--- src/hdl/mono_lcd_readout_with_crc_macros.svh ---
// assertion macros for the mono lcd readout block
// used by the top level; expects i_clk and i_rst_n in scope
`ifndef MONO_LCD_READOUT_WITH_CRC_MACROS_SVH
`define MONO_LCD_READOUT_WITH_CRC_MACROS_SVH

// same-cycle implication, checked outside reset
`define MLCD_ASSERT_IMPLY(lbl, ante, cons, msg) \
    lbl: assert property (@(posedge i_clk) disable iff (!i_rst_n) (ante) |-> (cons)) \
        else $error(msg);

// next-cycle implication, checked outside reset
`define MLCD_ASSERT_NEXT(lbl, ante, cons, msg) \
    lbl: assert property (@(posedge i_clk) disable iff (!i_rst_n) (ante) |=> (cons)) \
        else $error(msg);

`endif

--- src/hdl/mlcd_pkg.sv ---
// shared types, constants and crc function for the mono lcd readout
// no dependencies
package mlcd_pkg;

    localparam int unsigned COLOR_W = 32;
    localparam int unsigned CRC_W   = 32;
    localparam int unsigned BYTE_W  = 8;
    localparam int unsigned PIX_CNT_W = 3;
    localparam int unsigned CFG_IDX_W = 2;

    localparam logic [CRC_W-1:0] CRC_INIT = 32'hFFFF_FFFF;
    localparam logic [CRC_W-1:0] CRC_POLY = 32'hEDB8_8320;
    localparam logic [PIX_CNT_W-1:0] PIX_LAST = 3'd7;

    // configuration register indexes
    localparam logic [CFG_IDX_W-1:0] CFG_ON_COLOR   = 2'd0;
    localparam logic [CFG_IDX_W-1:0] CFG_OFF_COLOR  = 2'd1;
    localparam logic [CFG_IDX_W-1:0] CFG_DISPLAY_ON = 2'd2;

    localparam logic [COLOR_W-1:0] ON_COLOR_RST  = 32'hFF00_0000;
    localparam logic [COLOR_W-1:0] OFF_COLOR_RST = 32'hFFFF_FFFF;

    // one classified byte as it waits for expansion
    typedef struct packed {
        logic [BYTE_W-1:0] lcd_byte;
        logic              frame_last;
        logic              disp_on;
        logic [CRC_W-1:0]  crc_report;
    } t_item;

    // queue status seen by front and back
    typedef struct packed {
        logic full;
        logic empty;
    } t_q_stat;

    // reflected crc-32 over one byte
    function automatic logic [CRC_W-1:0] crc_byte(input logic [CRC_W-1:0] crc_in,
                                                  input logic [BYTE_W-1:0] data);
        logic [CRC_W-1:0] c;
        c = crc_in ^ {{(CRC_W-BYTE_W){1'b0}}, data};
        for (int b = 0; b < BYTE_W; b++) begin
            c = c[0] ? ((c >> 1) ^ CRC_POLY) : (c >> 1);
        end
        return c;
    endfunction

endpackage

--- src/hdl/mlcd_if.sv ---
// valid/ready channel interfaces for lcd bytes in and pixels out
// depends on mlcd_pkg
interface mlcd_in_if;
    logic                          valid;
    logic                          ready;
    logic [mlcd_pkg::BYTE_W-1:0]   lcd_byte;
    logic                          frame_last;

    modport source (output valid, output lcd_byte, output frame_last, input ready);
    modport sink   (input valid, input lcd_byte, input frame_last, output ready);
endinterface

interface mlcd_out_if;
    logic                          valid;
    logic                          ready;
    logic [mlcd_pkg::COLOR_W-1:0]  pixel_color;
    logic                          byte_done;
    logic                          frame_done;
    logic [mlcd_pkg::CRC_W-1:0]    frame_crc;
    logic                          screen_off;
    logic                          calc_busy;

    modport source (output valid, output pixel_color, output byte_done, output frame_done,
                    output frame_crc, output screen_off, output calc_busy, input ready);
    modport sink   (input valid, input pixel_color, input byte_done, input frame_done,
                    input frame_crc, input screen_off, input calc_busy, output ready);
endinterface

--- src/hdl/mlcd_fifo.sv ---
// two-entry queue of classified bytes between front and back
// depends on mlcd_pkg
module mlcd_fifo (
    input  logic            i_clk,
    input  logic            i_rst_n,
    input  logic            i_push,
    input  mlcd_pkg::t_item i_wr_item,
    input  logic            i_pop,
    output mlcd_pkg::t_item o_rd_item,
    output mlcd_pkg::t_q_stat o_stat
);
    mlcd_pkg::t_item r_mem [2];
    logic       r_wptr, r_rptr;
    logic [1:0] r_count;
    logic [1:0] n_count;

    // storage write
    always_ff @(posedge i_clk) begin
        if (i_push) begin
            r_mem[r_wptr] <= i_wr_item;
        end
    end

    // pointers and fill level
    always_comb begin
        n_count = r_count;
        if (i_push && !i_pop) begin
            n_count = r_count + 2'd1;
        end else if (!i_push && i_pop) begin
            n_count = r_count - 2'd1;
        end
    end

    always_ff @(posedge i_clk) begin
        if (!i_rst_n) begin
            r_wptr  <= 1'b0;
            r_rptr  <= 1'b0;
            r_count <= 2'd0;
        end else begin
            if (i_push) r_wptr <= ~r_wptr;
            if (i_pop)  r_rptr <= ~r_rptr;
            r_count <= n_count;
        end
    end

    assign o_rd_item    = r_mem[r_rptr];
    assign o_stat.full  = (r_count == 2'd2);
    assign o_stat.empty = (r_count == 2'd0);
endmodule

--- src/hdl/mlcd_front.sv ---
// front end: accepts lcd bytes, runs the frame crc, queues classified bytes
// depends on mlcd_pkg, mlcd_if
module mlcd_front (
    input  logic              i_clk,
    input  logic              i_rst_n,
    mlcd_in_if.sink           in_ch,
    input  logic              i_display_on,
    input  mlcd_pkg::t_q_stat i_q_stat,
    output logic              o_push,
    output mlcd_pkg::t_item   o_item
);
    logic [mlcd_pkg::CRC_W-1:0] r_crc;
    logic [mlcd_pkg::CRC_W-1:0] crc_new;

    assign in_ch.ready = !i_q_stat.full;
    assign o_push      = in_ch.valid && !i_q_stat.full;

    assign crc_new = mlcd_pkg::crc_byte(r_crc, in_ch.lcd_byte);

    // classified byte for the back end
    always_comb begin
        o_item.lcd_byte   = in_ch.lcd_byte;
        o_item.frame_last = in_ch.frame_last;
        o_item.disp_on    = i_display_on;
        o_item.crc_report = i_display_on ? ~crc_new : mlcd_pkg::CRC_INIT;
    end

    // running crc, restarts after the last byte of a frame
    always_ff @(posedge i_clk) begin
        if (!i_rst_n) begin
            r_crc <= mlcd_pkg::CRC_INIT;
        end else if (o_push) begin
            r_crc <= in_ch.frame_last ? mlcd_pkg::CRC_INIT : crc_new;
        end
    end
endmodule

--- src/hdl/mlcd_back.sv ---
// back end: expands each queued byte into eight pixels, one per cycle while the receiver is ready
// depends on mlcd_pkg, mlcd_if
module mlcd_back (
    input  logic                          i_clk,
    input  logic                          i_rst_n,
    input  logic [mlcd_pkg::COLOR_W-1:0]  i_on_color,
    input  logic [mlcd_pkg::COLOR_W-1:0]  i_off_color,
    input  mlcd_pkg::t_q_stat             i_q_stat,
    input  mlcd_pkg::t_item               i_item,
    output logic                          o_pop,
    mlcd_out_if.source                    out_ch
);
    mlcd_pkg::t_item                  r_item;
    logic                             r_busy;
    logic [mlcd_pkg::PIX_CNT_W-1:0]   r_cnt;

    logic                             r_ovalid;
    logic [mlcd_pkg::COLOR_W-1:0]     r_pixel_color;
    logic                             r_byte_done;
    logic                             r_frame_done;
    logic [mlcd_pkg::CRC_W-1:0]       r_frame_crc;
    logic                             r_screen_off;
    logic                             r_calc_busy;

    logic advance;
    logic pix_last;
    logic pix_set;
    logic fin;

    assign advance  = !r_ovalid || out_ch.ready;
    assign pix_last = (r_cnt == mlcd_pkg::PIX_LAST);
    assign pix_set  = r_item.lcd_byte[mlcd_pkg::PIX_LAST - r_cnt];
    assign fin      = r_item.frame_last && pix_last;

    // take the next byte when idle or on the eighth pixel
    assign o_pop = advance && !i_q_stat.empty && (!r_busy || pix_last);

    // working byte and pixel counter
    always_ff @(posedge i_clk) begin
        if (!i_rst_n) begin
            r_busy <= 1'b0;
            r_cnt  <= '0;
        end else if (advance) begin
            if (o_pop) begin
                r_busy <= 1'b1;
                r_cnt  <= '0;
            end else if (r_busy) begin
                r_cnt <= r_cnt + 1'b1;
                if (pix_last) r_busy <= 1'b0;
            end
        end
    end

    always_ff @(posedge i_clk) begin
        if (o_pop) begin
            r_item <= i_item;
        end
    end

    // output register
    always_ff @(posedge i_clk) begin
        if (!i_rst_n) begin
            r_ovalid <= 1'b0;
        end else if (advance) begin
            r_ovalid <= r_busy;
        end
    end

    always_ff @(posedge i_clk) begin
        if (advance && r_busy) begin
            r_pixel_color <= (r_item.disp_on && pix_set) ? i_on_color : i_off_color;
            r_byte_done   <= pix_last;
            r_frame_done  <= fin;
            r_frame_crc   <= fin ? r_item.crc_report : '0;
            r_screen_off  <= fin && !r_item.disp_on;
            r_calc_busy   <= fin && r_item.lcd_byte[0];
        end
    end

    assign out_ch.valid       = r_ovalid;
    assign out_ch.pixel_color = r_pixel_color;
    assign out_ch.byte_done   = r_byte_done;
    assign out_ch.frame_done  = r_frame_done;
    assign out_ch.frame_crc   = r_frame_crc;
    assign out_ch.screen_off  = r_screen_off;
    assign out_ch.calc_busy   = r_calc_busy;
endmodule

--- src/hdl/mono_lcd_readout_with_crc.sv ---
// mono lcd readout: 1bpp bytes in, eight 32-bit pixels out per byte, frame crc-32
// path: an accepted byte goes from the queue into the working byte register, its pixels into the output register
// throughput: one pixel per cycle while the receiver is ready, paced by the pixel counter
// a two-entry queue lets a byte be accepted while the previous one is still expanding
// reset (synchronous, active low): crc to all ones, queue and output empty, registers to defaults
`include "mono_lcd_readout_with_crc_macros.svh"

module mono_lcd_readout_with_crc (
    input  logic                            i_clk,
    input  logic                            i_rst_n,
    mlcd_in_if.sink                         i_pix_in,
    mlcd_out_if.source                      o_pix_out,
    input  logic                            i_cfg_we,
    input  logic [mlcd_pkg::CFG_IDX_W-1:0]  i_cfg_idx,
    input  logic [mlcd_pkg::COLOR_W-1:0]    i_cfg_data
);
    logic [mlcd_pkg::COLOR_W-1:0] r_on_color;
    logic [mlcd_pkg::COLOR_W-1:0] r_off_color;
    logic                         r_display_on;

    mlcd_pkg::t_q_stat q_stat;
    mlcd_pkg::t_item   wr_item;
    mlcd_pkg::t_item   rd_item;
    logic              push;
    logic              pop;

    // configuration registers
    always_ff @(posedge i_clk) begin
        if (!i_rst_n) begin
            r_on_color   <= mlcd_pkg::ON_COLOR_RST;
            r_off_color  <= mlcd_pkg::OFF_COLOR_RST;
            r_display_on <= 1'b1;
        end else if (i_cfg_we) begin
            case (i_cfg_idx)
                mlcd_pkg::CFG_ON_COLOR:   r_on_color   <= i_cfg_data;
                mlcd_pkg::CFG_OFF_COLOR:  r_off_color  <= i_cfg_data;
                mlcd_pkg::CFG_DISPLAY_ON: r_display_on <= i_cfg_data[0];
                default: ;
            endcase
        end
    end

    mlcd_front u_front (
        .i_clk        (i_clk),
        .i_rst_n      (i_rst_n),
        .in_ch        (i_pix_in),
        .i_display_on (r_display_on),
        .i_q_stat     (q_stat),
        .o_push       (push),
        .o_item       (wr_item)
    );

    mlcd_fifo u_fifo (
        .i_clk     (i_clk),
        .i_rst_n   (i_rst_n),
        .i_push    (push),
        .i_wr_item (wr_item),
        .i_pop     (pop),
        .o_rd_item (rd_item),
        .o_stat    (q_stat)
    );

    mlcd_back u_back (
        .i_clk       (i_clk),
        .i_rst_n     (i_rst_n),
        .i_on_color  (r_on_color),
        .i_off_color (r_off_color),
        .i_q_stat    (q_stat),
        .i_item      (rd_item),
        .o_pop       (pop),
        .out_ch      (o_pix_out)
    );

    // checks
    `MLCD_ASSERT_IMPLY(a_frame_on_byte, o_pix_out.valid && o_pix_out.frame_done, o_pix_out.byte_done, "frame_done without byte_done")
    `MLCD_ASSERT_IMPLY(a_side_zero, o_pix_out.valid && !o_pix_out.frame_done, o_pix_out.frame_crc == '0 && !o_pix_out.screen_off && !o_pix_out.calc_busy, "frame fields set outside frame end")
    `MLCD_ASSERT_IMPLY(a_blank_crc, o_pix_out.valid && o_pix_out.frame_done && o_pix_out.screen_off, o_pix_out.frame_crc == mlcd_pkg::CRC_INIT, "blank frame crc not all ones")
    `MLCD_ASSERT_NEXT(a_byte_start, o_pix_out.valid && o_pix_out.ready && o_pix_out.byte_done, !(o_pix_out.valid && o_pix_out.byte_done), "byte_done on two pixels in a row")
endmodule

--- src/flat_wrapper.sv ---
// flat-port wrapper written by rule: the top's interface ports become plain ports
module mono_lcd_readout_with_crc_flat 
  (i_clk, i_rst_n, i_cfg_we, i_cfg_idx, i_cfg_data, i_pix_in_valid, i_pix_in_lcd_byte, i_pix_in_frame_last, i_pix_in_ready, o_pix_out_valid, o_pix_out_pixel_color, o_pix_out_byte_done, o_pix_out_frame_done, o_pix_out_frame_crc, o_pix_out_screen_off, o_pix_out_calc_busy, o_pix_out_ready);
  mlcd_in_if i_pix_in_i ();
  mlcd_out_if o_pix_out_i ();
  input  logic i_clk;
  input  logic i_rst_n;
  input  logic i_cfg_we;
  input  logic [mlcd_pkg::CFG_IDX_W-1:0] i_cfg_idx;
  input  logic [mlcd_pkg::COLOR_W-1:0] i_cfg_data;
  input wire logic [$bits(i_pix_in_i.valid)-1:0] i_pix_in_valid;
  input wire logic [$bits(i_pix_in_i.lcd_byte)-1:0] i_pix_in_lcd_byte;
  input wire logic [$bits(i_pix_in_i.frame_last)-1:0] i_pix_in_frame_last;
  output wire logic [$bits(i_pix_in_i.ready)-1:0] i_pix_in_ready;
  output wire logic [$bits(o_pix_out_i.valid)-1:0] o_pix_out_valid;
  output wire logic [$bits(o_pix_out_i.pixel_color)-1:0] o_pix_out_pixel_color;
  output wire logic [$bits(o_pix_out_i.byte_done)-1:0] o_pix_out_byte_done;
  output wire logic [$bits(o_pix_out_i.frame_done)-1:0] o_pix_out_frame_done;
  output wire logic [$bits(o_pix_out_i.frame_crc)-1:0] o_pix_out_frame_crc;
  output wire logic [$bits(o_pix_out_i.screen_off)-1:0] o_pix_out_screen_off;
  output wire logic [$bits(o_pix_out_i.calc_busy)-1:0] o_pix_out_calc_busy;
  input wire logic [$bits(o_pix_out_i.ready)-1:0] o_pix_out_ready;
  assign i_pix_in_i.valid = i_pix_in_valid;
  assign i_pix_in_i.lcd_byte = i_pix_in_lcd_byte;
  assign i_pix_in_i.frame_last = i_pix_in_frame_last;
  assign i_pix_in_ready = i_pix_in_i.ready;
  assign o_pix_out_valid = o_pix_out_i.valid;
  assign o_pix_out_pixel_color = o_pix_out_i.pixel_color;
  assign o_pix_out_byte_done = o_pix_out_i.byte_done;
  assign o_pix_out_frame_done = o_pix_out_i.frame_done;
  assign o_pix_out_frame_crc = o_pix_out_i.frame_crc;
  assign o_pix_out_screen_off = o_pix_out_i.screen_off;
  assign o_pix_out_calc_busy = o_pix_out_i.calc_busy;
  assign o_pix_out_i.ready = o_pix_out_ready;
  mono_lcd_readout_with_crc u_core (.i_clk(i_clk), .i_rst_n(i_rst_n), .i_pix_in(i_pix_in_i), .o_pix_out(o_pix_out_i), .i_cfg_we(i_cfg_we), .i_cfg_idx(i_cfg_idx), .i_cfg_data(i_cfg_data));
endmodule
--- config.mk ---
export PLATFORM = sky130hd
export DESIGN_NAME = mono_lcd_readout_with_crc_flat
export DESIGN_NICKNAME = d
export VERILOG_FILES = /design/src/hdl/mlcd_pkg.sv /design/src/hdl/mlcd_if.sv /design/src/hdl/mlcd_fifo.sv /design/src/hdl/mlcd_front.sv /design/src/hdl/mlcd_back.sv /design/src/hdl/mono_lcd_readout_with_crc.sv /design/src/flat_wrapper.sv
export VERILOG_INCLUDE_DIRS = /design/src /design/src/hdl
export SDC_FILE = /design/constraint.sdc
export NUM_CORES = 1
export LEC_CHECK = 0
export ABC_AREA = 1
export BUFFER_PORTS_ARGS = -buffer_cell sky130_fd_sc_hd__buf_2
export CORE_UTILIZATION = 60
export CTS_BUF_LIST = sky130_fd_sc_hd__clkbuf_8 sky130_fd_sc_hd__clkbuf_16
export CTS_CLUSTER_DIAMETER = 60
export DETAILED_ROUTE_END_ITERATION = 7
export MAX_ROUTING_LAYER = met4
export PLACE_DENSITY = 0.87
export SLEW_MARGIN = 10
export SYNTH_ARGS = -nofsm -noshare
export SYNTH_HDL_FRONTEND = slang
export SYNTH_SLANG_ARGS = --single-unit
--- constraint.sdc ---
create_clock -name i_clk -period 11.7 [get_ports i_clk]
set_input_delay 1.755 -clock i_clk [delete_from_list [all_inputs] [get_ports i_clk]]
set_output_delay 1.755 -clock i_clk [all_outputs]
set_load 0.05 [all_outputs]
==> impl_metrics.ini, run 1 <==
[layout]
nets = 1360
stdcell_area_um2 = 14180
synthToLayoutAreaGrowth_pct = 14.69
fin_util = 0.7006
layout-drive-gt1-share = 0.1957

[global_route]
grt_overflow = 0
grt.total_usage = 0.2402
grt_pass1_vias = 8253
antenna_found_initial = 1
grt_max_degree = 99
grt_pass1_wl_um = 39700

[synth]
synth_warnings = 0
synth_top_area_share = 0.4713
netlist_area_um2 = 12360
async_reset_ff_frac = 0
syn_avg_cell_area_um2 = 10.29
yosysUniqueCellTypes = 37
synth_ff_type = edfxtp_1
synth_fp_nets = 1252
synth_common_cells = nand2_1, edfxtp_1, inv_1
synth_seq_area_share = 0.6430
yosysTopAreaCell = edfxtp_1
yosysMostFrequentCell = nand2_1
netlist_instances = 1201
synthTopCellsByArea = edfxtp_1, dfxtp_1, nand2_1
yosys_register_bits = 300
synth_edf_count = 194

[die]
dieArea_um2 = 21180
num_io_pins = 118
die_h_um = 145.5
die_w_um = 145.5
core_area_um2 = 20230
initial_core_util = 0.6109
rows = 52

[drt]
vias_per_cell = 5.333
wl_per_cell_um = 15.23
vias = 8560
drc_errors = 0
ant_nets = 0
routed_wirelength_um = 24450
drt_iter0_drc = 771
dr.pass1.iters = 5

[power]
leakage_nw = 6.192
power.internal_mw = 2.320
power_frac_seq = 0.432
pwr-share-clk = 0.268
p_per_area_nw_per_um2 = 254.5
p_sw_mw = 1.289
switching_share = 0.3571
irDropWorstVdd_uv = 137.1
comb_power_share = 0.300

[clock_tree]
cts-htree-levels = 1
cts_hold_buf = 0
root_buffer = clkbuf_16
cts-resized-gates = 0
clkTransAtPathRegs_ns = 0.06
cts_setup_buffers = 0
numCtsBuffers = 31
cts_sinks = 300
clock_path_buffers = 3
clk_latency_ns = 0.55
cts_tree = done

[sta]
finalCritPeriodShare = 0.2971
tns_ns = 0
setup_viol = 0
hold_violations = 0
fmax_mhz = 287.7
fin_crit_ns = 3.476
slew_viol_final = 0
worst_slew_pin_slew_ns = 1.166
finalClockSkew_ns = 0.009264
maxSlewHeadroom = 0.2208
rsz0062_at_grt = no
fin_hold_ws_ns = 0.4538

[worst_setup_path]
critPathLaunchType = input pin
end_kind = flop
arrival_ns = 3.91
cp.required_ns = 12.14
criticalPathCategory = input pin to flop
critPathMaxFanout = 29

[placement]
globalplace.congestion = 0.9004
portBuffers = 117
hpwl_um = 15240
dpl_cell_area_um2 = 13130

[outcome]
status = complete, no violations

[flow_run]
maxCapViolCount = 0

[hold_path]
hold_path.class = flop to flop
-- sequential cells by signal (all words and copies together) (netlist names), 2 cells and up --
name and cells:
u_core.u_back.out_ch.pixel_color 32, u_core.u_back.r_cnt 3, u_core.u_back.r_item 42, u_core.u_front.r_crc 32, u_core.u_fifo.r_count 2, u_core.u_back.out_ch.frame_crc 32, u_core.r_on_color 32, u_core.r_off_color 32
u_core.u_fifo.r_mem 84
-- layer usage --
layer  share of wire  vias to the layer above  GRT usage
met1            0.41                     3958     0.3042
met3           0.066                       83    0.03511
li1                -                     4134          -
met4           0.038                        0     0.1005
met2            0.49                      385     0.3897
met5               0                        -          -
-- through the flow --
stage	total power [mW]	setup slack, ns	cells
3_5_place_dp	2.646	7.726	1545
3_3_place_gp	2.599	7.759	1545
4_1_cts	3.617	8.295	1603
2_1_floorplan	2.408	6.166	1201
6_report	3.608	8.224	1605
5_1_grt	3.778	8.083	1605
-- worst paths after layout --
check                                           endpoint                startpoint  slack [ns]  depth (start not counted)
worst max register to register  u_core.u_fifo.r_count[1]  u_core.u_fifo.r_count[0]        8.99                          9
worst min-delay path                u_core.r_on_color[2]      u_core.r_on_color[2]        0.45                          2
worst min register to register      u_core.r_on_color[2]      u_core.r_on_color[2]        0.45                          2
worst max-delay path            u_core.u_fifo.r_count[1]            i_pix_in_valid        8.22                          8
-- cell type report --
class | count | area, um^2
Fill cell | 1362 | 6058
Tap cell | 270 | 337.8
Clock buffer | 31 | 775.7
Multi-Input combinational cell | 731 | 3742
Timing Repair Buffer | 126 | 673.1
Clock inverter | 27 | 244.0
Antenna cell | 1 | 2.502
Sequential cell | 300 | 7949
Inverter | 119 | 451.7
-- power by group through the flow --
| stage | Combinational [mW] | Sequential, mW | Clock, mW |
|---|---|---|---|
| after floorplan | 0.610 | 1.80 | 0 |
| after global placement | 1.03 | 1.57 | 0 |
| after detailed placement | 1.06 | 1.58 | 0 |
| after CTS | 1.08 | 1.56 | 0.980 |
| after global routing | 1.18 | 1.58 | 1.02 |
| final | 1.08 | 1.56 | 0.969 |
-- cells in the final DEF (no fill, tap or decap), drive strengths merged, types with 11 or more instances in the layout --
cell,n
clkinv,16
buf,126
dfxtp,106
nand2,426
clkbuf,31
inv,124
o211ai,11
o21ai,74
edfxtp,194
nor2,46
xor2,44
nand3,54
o22ai,17
a21oi,38
-- logic make-up (layout without fill, tap and decap cells) --
family                     count (synthesis)  in the layout  share of synthesized area
AOI/OAI and AO/OA                        142            142                    0.07268
other                                      0              1                          0
DFF                                      300            300                     0.6430
xor gates and xnor gates                  53             53                    0.04150
and+or+nand+nor                          532            532                     0.1824
muxes                                      1              1                  0.0008098
adders and majority gates                  3              3                   0.003037
buffers and inverters                    170            303                    0.05658
-- worst max-delay path: stages --
cell and delay, ns:
buf_2 0.08, nand2_1 0.36, inv_1 0.87, ha_1 0.41, a21oi_1 0.12, o21ai_0 0.11, o21ai_0 0.16, a21oi_1 0.05
Power figures use the tool's default switching activity.
==> run 2: changes to the inputs <==
Settings changed: ABC_AREA 1 to 0, CORE_UTILIZATION 60 to 58, PLACE_DENSITY 0.87 to 0.85.
Clock period 11.7 ns to 3.25 ns, I/O delays scaled along.
==> run 2 against run 1 <==
Against the previous run:
- worst setup slack got worse by 7.3 ns
- routed wire length down 8.1%
- sequential cell count is the same
- clock power grew to 3.4 times the previous value
- critical path type is now flop to flop
- design area decreased by 5.2%
- synthesized cell count down 29%
- combinational power rose to 3.6 times the previous value
==> impl_metrics.ini, run 2 <==
[synth]
synth-simple-area-share = 0.1061
synth_compound_area_frac = 0.04401
netlist_area_um2 = 11600
synthTopCellsByArea = edfxtp_1, dfxtp_1, mux2_2
async_reset_ff_frac = 0
synth_fa_ha_area_frac = 0.003236
yosysTopAreaCell = edfxtp_1
synth_edf_count = 194
synth_fp_nets = 902
synthMuxAreaShare = 0.07724
yosysMostFrequentCell = edfxtp_1
synth_top_area_share = 0.5023
synth_seq_area_share = 0.6852
syn_avg_cell_area_um2 = 13.63
synth_xor_area_frac = 0.06796
synth_common_cells = edfxtp_1, nand2_1, dfxtp_1
synth_top_family_by_area = simple AND/OR/NAND/NOR gates
synth_ff_type = edfxtp_1
synth_warnings = 0
yosysUniqueCellTypes = 36
netlist_instances = 851
yosys_register_bits = 300

[clock_tree]
cts-htree-levels = 1
clock_path_buffers = 3
numCtsBuffers = 30
clk_latency_ns = 0.55
root_buffer = clkbuf_16
cts_tree = done
cts-resized-gates = 0
clkTransAtPathRegs_ns = 0.06
cts_setup_buffers = 0
cts_sinks = 300
cts_hold_buf = 0

[placement]
hpwl_um = 13920
portBuffers = 117
globalplace.congestion = 0.8905

[power]
irDropWorstVdd_uv = 477.3
leakage_nw = 5.165
p_per_area_nw_per_um2 = 973.6

[outcome]
status = complete, no violations

[global_route]
grt_pass1_vias = 6822
grt_pass1_wl_um = 35420
antenna_found_initial = 0
grt_max_degree = 60
grt.total_usage = 0.2291
grt_overflow = 0

[layout]
final_cell_mix = edfxtp_1, nand2_1, buf_2, dfxtp_1, mux2_2
final_common_cell = edfxtp_1
nets = 1016
synthToLayoutAreaGrowth_pct = 15.81
reg_top3 = u_core.u_fifo.r_mem: 84 flops, u_core.u_back.r_item: 42 flops
largest_reg_flops = 84
top_register = u_core.u_fifo.r_mem
layout-drive-gt1-share = 0.2730
n_antenna_cell = 0
final.fill_count = 1316

[hold_path]
hold_path.class = input pin to flop

[sta]
finalClockSkew_ns = 0.01400
worst_slew_pin_slew_ns = 1.221
fin_crit_ns = 2.306
slew_viol_final = 0
hold_violations = 0
setup_viol = 0
tns_ns = 0
fin_hold_ws_ns = 0.1707
maxSlewHeadroom = 0.1852
finalCritPeriodShare = 0.7095
fmax_mhz = 433.7
rsz0062_at_grt = no

[die]
die_h_um = 143.4
rows = 51
dieArea_um2 = 20570
num_io_pins = 118
initial_core_util = 0.5940
die_w_um = 143.4
core_area_um2 = 19530

[worst_setup_path]
cp.required_ns = 3.72
critPathMaxFanout = 37
arrival_ns = 2.77
critPathLaunchType = flop
end_kind = flop
criticalPathCategory = flop to flop

[drt]
vias = 6930
vias_per_cell = 5.526
drt_iter0_drc = 524
routed_wirelength_um = 22480
drc_errors = 0
dr.pass1.iters = 5
wl_per_cell_um = 17.93
ant_nets = 0

[flow_run]
maxCapViolCount = 0
==> run 2: worst paths after layout <==
kind	from	to	slack, ns	cells past startpoint
max	u_core.u_back.r_cnt[1]	u_core.u_fifo.r_count[1]	0.94	8
min	i_cfg_data[15]	u_core.r_off_color[15]	0.17	3
max reg2reg	u_core.u_back.r_cnt[1]	u_core.u_fifo.r_count[1]	0.94	8
min reg2reg	u_core.r_off_color[26]	u_core.r_off_color[26]	0.46	2
==> run 2: layer usage <==
| metal | up-vias | wire [um] | global-route usage | part of all wire |
|---|---|---|---|---|
| met5 | - | 0 | - | 0 |
| met1 | 3408 | 9846 | 0.3154 | 0.44 |
| met2 | 225 | 10850 | 0.3592 | 0.48 |
| met3 | 40 | 1299 | 0.03232 | 0.058 |
| li1 | 3257 | - | - | - |
| met4 | 0 | 483 | 0.06103 | 0.021 |
==> run 2: worst max-delay path: stages, from the launching register on <==
cell,delay [ns]
dfxtp_1,0.43
ha_1,0.20
ha_1,0.15
buf_4,0.28
o221a_2,0.25
inv_1,0.04
ha_1,0.33
or3_1,0.38
a21boi_0,0.17
==> run 2: cell families (layout without fill, tap and decap cells) <==
group / count (synthesis) / after routing
XOR/XNOR: 75 / 75
adder cells (fa/ha/maj): 3 / 3
AO/OA/AOI/OAI: 67 / 67
AND/OR/NAND/NOR: 278 / 278
flip-flops: 300 / 300
buffers and inverters: 49 / 187
multiplexers: 79 / 79
==> run 2: layout make-up <==
cell class | count | area, um^2 | share of cell area
sequential | 300 | 7949 | 0.5917
multi-input combinational | 502 | 3481 | 0.2591
clock buffer | 37 | 869.6 | 0.06474
timing repair buffer | 128 | 680.7 | 0.05067
tap | 265 | 331.6 | 0.02468
clock inverter | 19 | 110.1 | 0.008197
inverter | 3 | 11.26 | 0.0008383
==> run 2: power breakdown <==
| part | switching [mW] | internal, mW |
|---|---|---|
| registers | 0.432 | 5.45 |
| logic | 2.49 | 1.37 |
| clock network | 1.37 | 1.96 |
| total | 4.30 | 8.78 |
==> run 2: per-stage QoR <==
stage	instances	total power, mW	util	instance area (um^2)	worst slack, ns
CTS	1254	13.11	0.6879	13430	0.9177
global placement	1198	9.633	0.6378	12450	0.9606
finish	1254	13.08	0.6879	13430	0.9441
floorplan	851	8.800	-	11600	0.4976
detailed placement	1198	9.777	0.6378	12450	0.9227
global route	1254	13.62	0.6879	13430	0.7243
==> run 3: changes to the inputs <==
Settings changed: CORE_UTILIZATION 58 to 53, PLACE_DENSITY 0.85 to 0.82.
Clock period 3.25 ns to 1.9 ns, I/O delays scaled along.
==> run 3 against run 2 <==
Against the previous run:
- critical path depth down 4
- design area up 6.5%
- largest power group unchanged
- routed wire length up 3.2%
- sequential share of layout area down 3.5 points
- die area up 9.3%
- worst setup slack worse by 0.93 ns
- first-iteration DRC count up 11%
- clock-buffer cell count down 5
- combinational power up 100%
- largest cell class unchanged
- clock power up 64%
==> impl_metrics.ini, run 3 (synthesis results as in run 2) <==
[clock_tree]
clock_path_buffers = 3
clkTransAtPathRegs_ns = 0.06
clk_latency_ns = 0.54
cts-htree-levels = 1
numCtsBuffers = 29
cts_sinks = 300
root_buffer = clkbuf_16
cts_tree = done

[power]
totalPowerFinal_mw = 23.09
leakage_nw = 5.542
irDropWorstVdd_uv = 827.2
p_per_area_nw_per_um2 = 1614

[sta]
finalCritPeriodShare = 0.9938
rsz0062_at_grt = yes
setup_viol = 0
tns_ns = 0
hold_violations = 0
maxSlewHeadroom = 0.5297
worst_slack_ns = 0.01173
fmax_mhz = 529.6
fin_crit_ns = 1.888
slew_viol_final = 0
finalClockSkew_ns = 0.01783
worst_slew_pin_slew_ns = 0.7055

[drt]
drc_errors = 0
vias = 7112
drt_iter0_drc = 581
wirelength_met1_um = 10040
routed_wirelength_um = 23200
wl_per_cell_um = 17.31
ant_nets = 0
dr_wl_met2_um = 11330
routed.top_layer = met4
wl_met3_um = 1319
vias_per_cell = 5.307
dr.pass1.iters = 5

[layout]
reg_top3 = u_core.u_fifo.r_mem: 84 flops, u_core.u_back.r_item: 42 flops
top_register = u_core.u_fifo.r_mem
layout-drive-gt1-share = 0.3036
fin_cells = 1340
nets = 1092
final_common_cell = edfxtp_1
fin_util = 0.6741
largest_reg_flops = 84
final.fill_count = 1394
final_cell_mix = edfxtp_1, nand2_1, buf_2, dfxtp_1, mux2_2
synthToLayoutAreaGrowth_pct = 23.33

[worst_setup_path]
r2r_cells = 4
criticalPathCategory = flop to flop
r2r-start = u_core.u_back.r_cnt[0]
critPathMaxFanout = 32
arrival_ns = 2.18
critPathLaunchType = flop
end_kind = flop
cp.required_ns = 2.20
timing.rr.end = u_core.u_back.out_ch.pixel_color[17]
regToRegSetupSlack_ns = 0.01

[hold_path]
min_from = i_pix_in_lcd_byte[1]
min_path_cells = 1
hold_path_end = u_core.u_fifo.r_mem[1][35]
hold_path.class = input pin to flop

[placement]
dp_slack_ns = -0.04125
portBuffers = 117
globalplace.congestion = 0.8229
place_inst = 1244
hpwl_um = 14240

[global_route]
grt_pass1_wl_um = 36110
antenna_found_initial = 0
grt_max_degree = 56
grt.total_usage = 0.2145
grt_pass1_vias = 6966
grt_overflow = 0

[die]
die_w_um = 149.9
num_io_pins = 118
initial_core_util = 0.5466
rows = 53
dieArea_um2 = 22480
core_area_um2 = 21220
die_h_um = 149.9

[outcome]
status = complete, no violations

[flow_run]
maxCapViolCount = 0
## run 3: routing by layer
| layer | global-route usage | vias to the layer above |
|---|---|---|
| met5 | - | - |
| met4 | 0.06717 | 0 |
| met3 | 0.02835 | 43 |
| met2 | 0.3447 | 234 |
| met1 | 0.2840 | 3427 |
| li1 | - | 3408 |
## run 3: critical path, cell delays in order (launching register included)
cell and delay (ns):
dfxtp_4 0.35, mux4_2 0.50, o2111a_1 0.28, buf_12 0.18, mux2_2 0.30
## run 3: layout make-up
type,count,area (um^2),share of cell area
flip-flops and latches,300,7960,0.5565
multi-input cells,502,3657,0.2557
repair buffers,205,1408,0.09840
clock buffers,32,767.0,0.05362
well taps,275,344.1,0.02405
clock inverters,22,155.1,0.01085
inverters,3,11.26,0.0007872
diodes,1,2.502,0.0001749
## run 3: stage by stage
stage          hold WS [ns]  area (um^2)
2_1_floorplan        0.3839        11670
5_1_grt             0.01560        14300
6_report            0.02100        14310
4_1_cts            0.007733        14160
3_5_place_dp         0.4520        12840
3_3_place_gp         0.4444        12840
## run 3: timing repair
action,4_1_cts,5_1_grt
hold endpoints to repair,75,0
hold buffers,40,0
resized for setup,1,18
pin swaps,0,3
buffers inserted,0,1
endpoints found under the setup margin,3,37
## run 3: worst max-delay path by stage
stage,from,endpoint,slack [ns],cells after the start
floorplan,u_core.u_back.r_cnt[1],u_core.u_fifo.r_count[1],-0.14,8
global placement,i_pix_in_lcd_byte[3],u_core.u_fifo.r_mem[0][19],-0.04,7
detailed placement,i_pix_in_lcd_byte[3],u_core.u_fifo.r_mem[1][19],-0.04,7
CTS,u_core.u_front.r_crc[3],u_core.u_fifo.r_mem[0][23],0.002,6
global route,u_core.u_front.r_crc[3],u_core.u_fifo.r_mem[1][23],-0.04,6
finish,u_core.u_back.r_cnt[0],u_core.u_back.out_ch.pixel_color[17],0.01,4
## run 3: report_power, final
| group | internal (mW) | total, mW | switching [mW] | leakage [nW] |
|---|---|---|---|---|
| clock network | 3.15 | 5.46 | 2.31 | 0.482 |
| logic | 3.09 | 7.71 | 4.63 | 2.39 |
| registers | 9.33 | 9.91 | 0.585 | 2.67 |
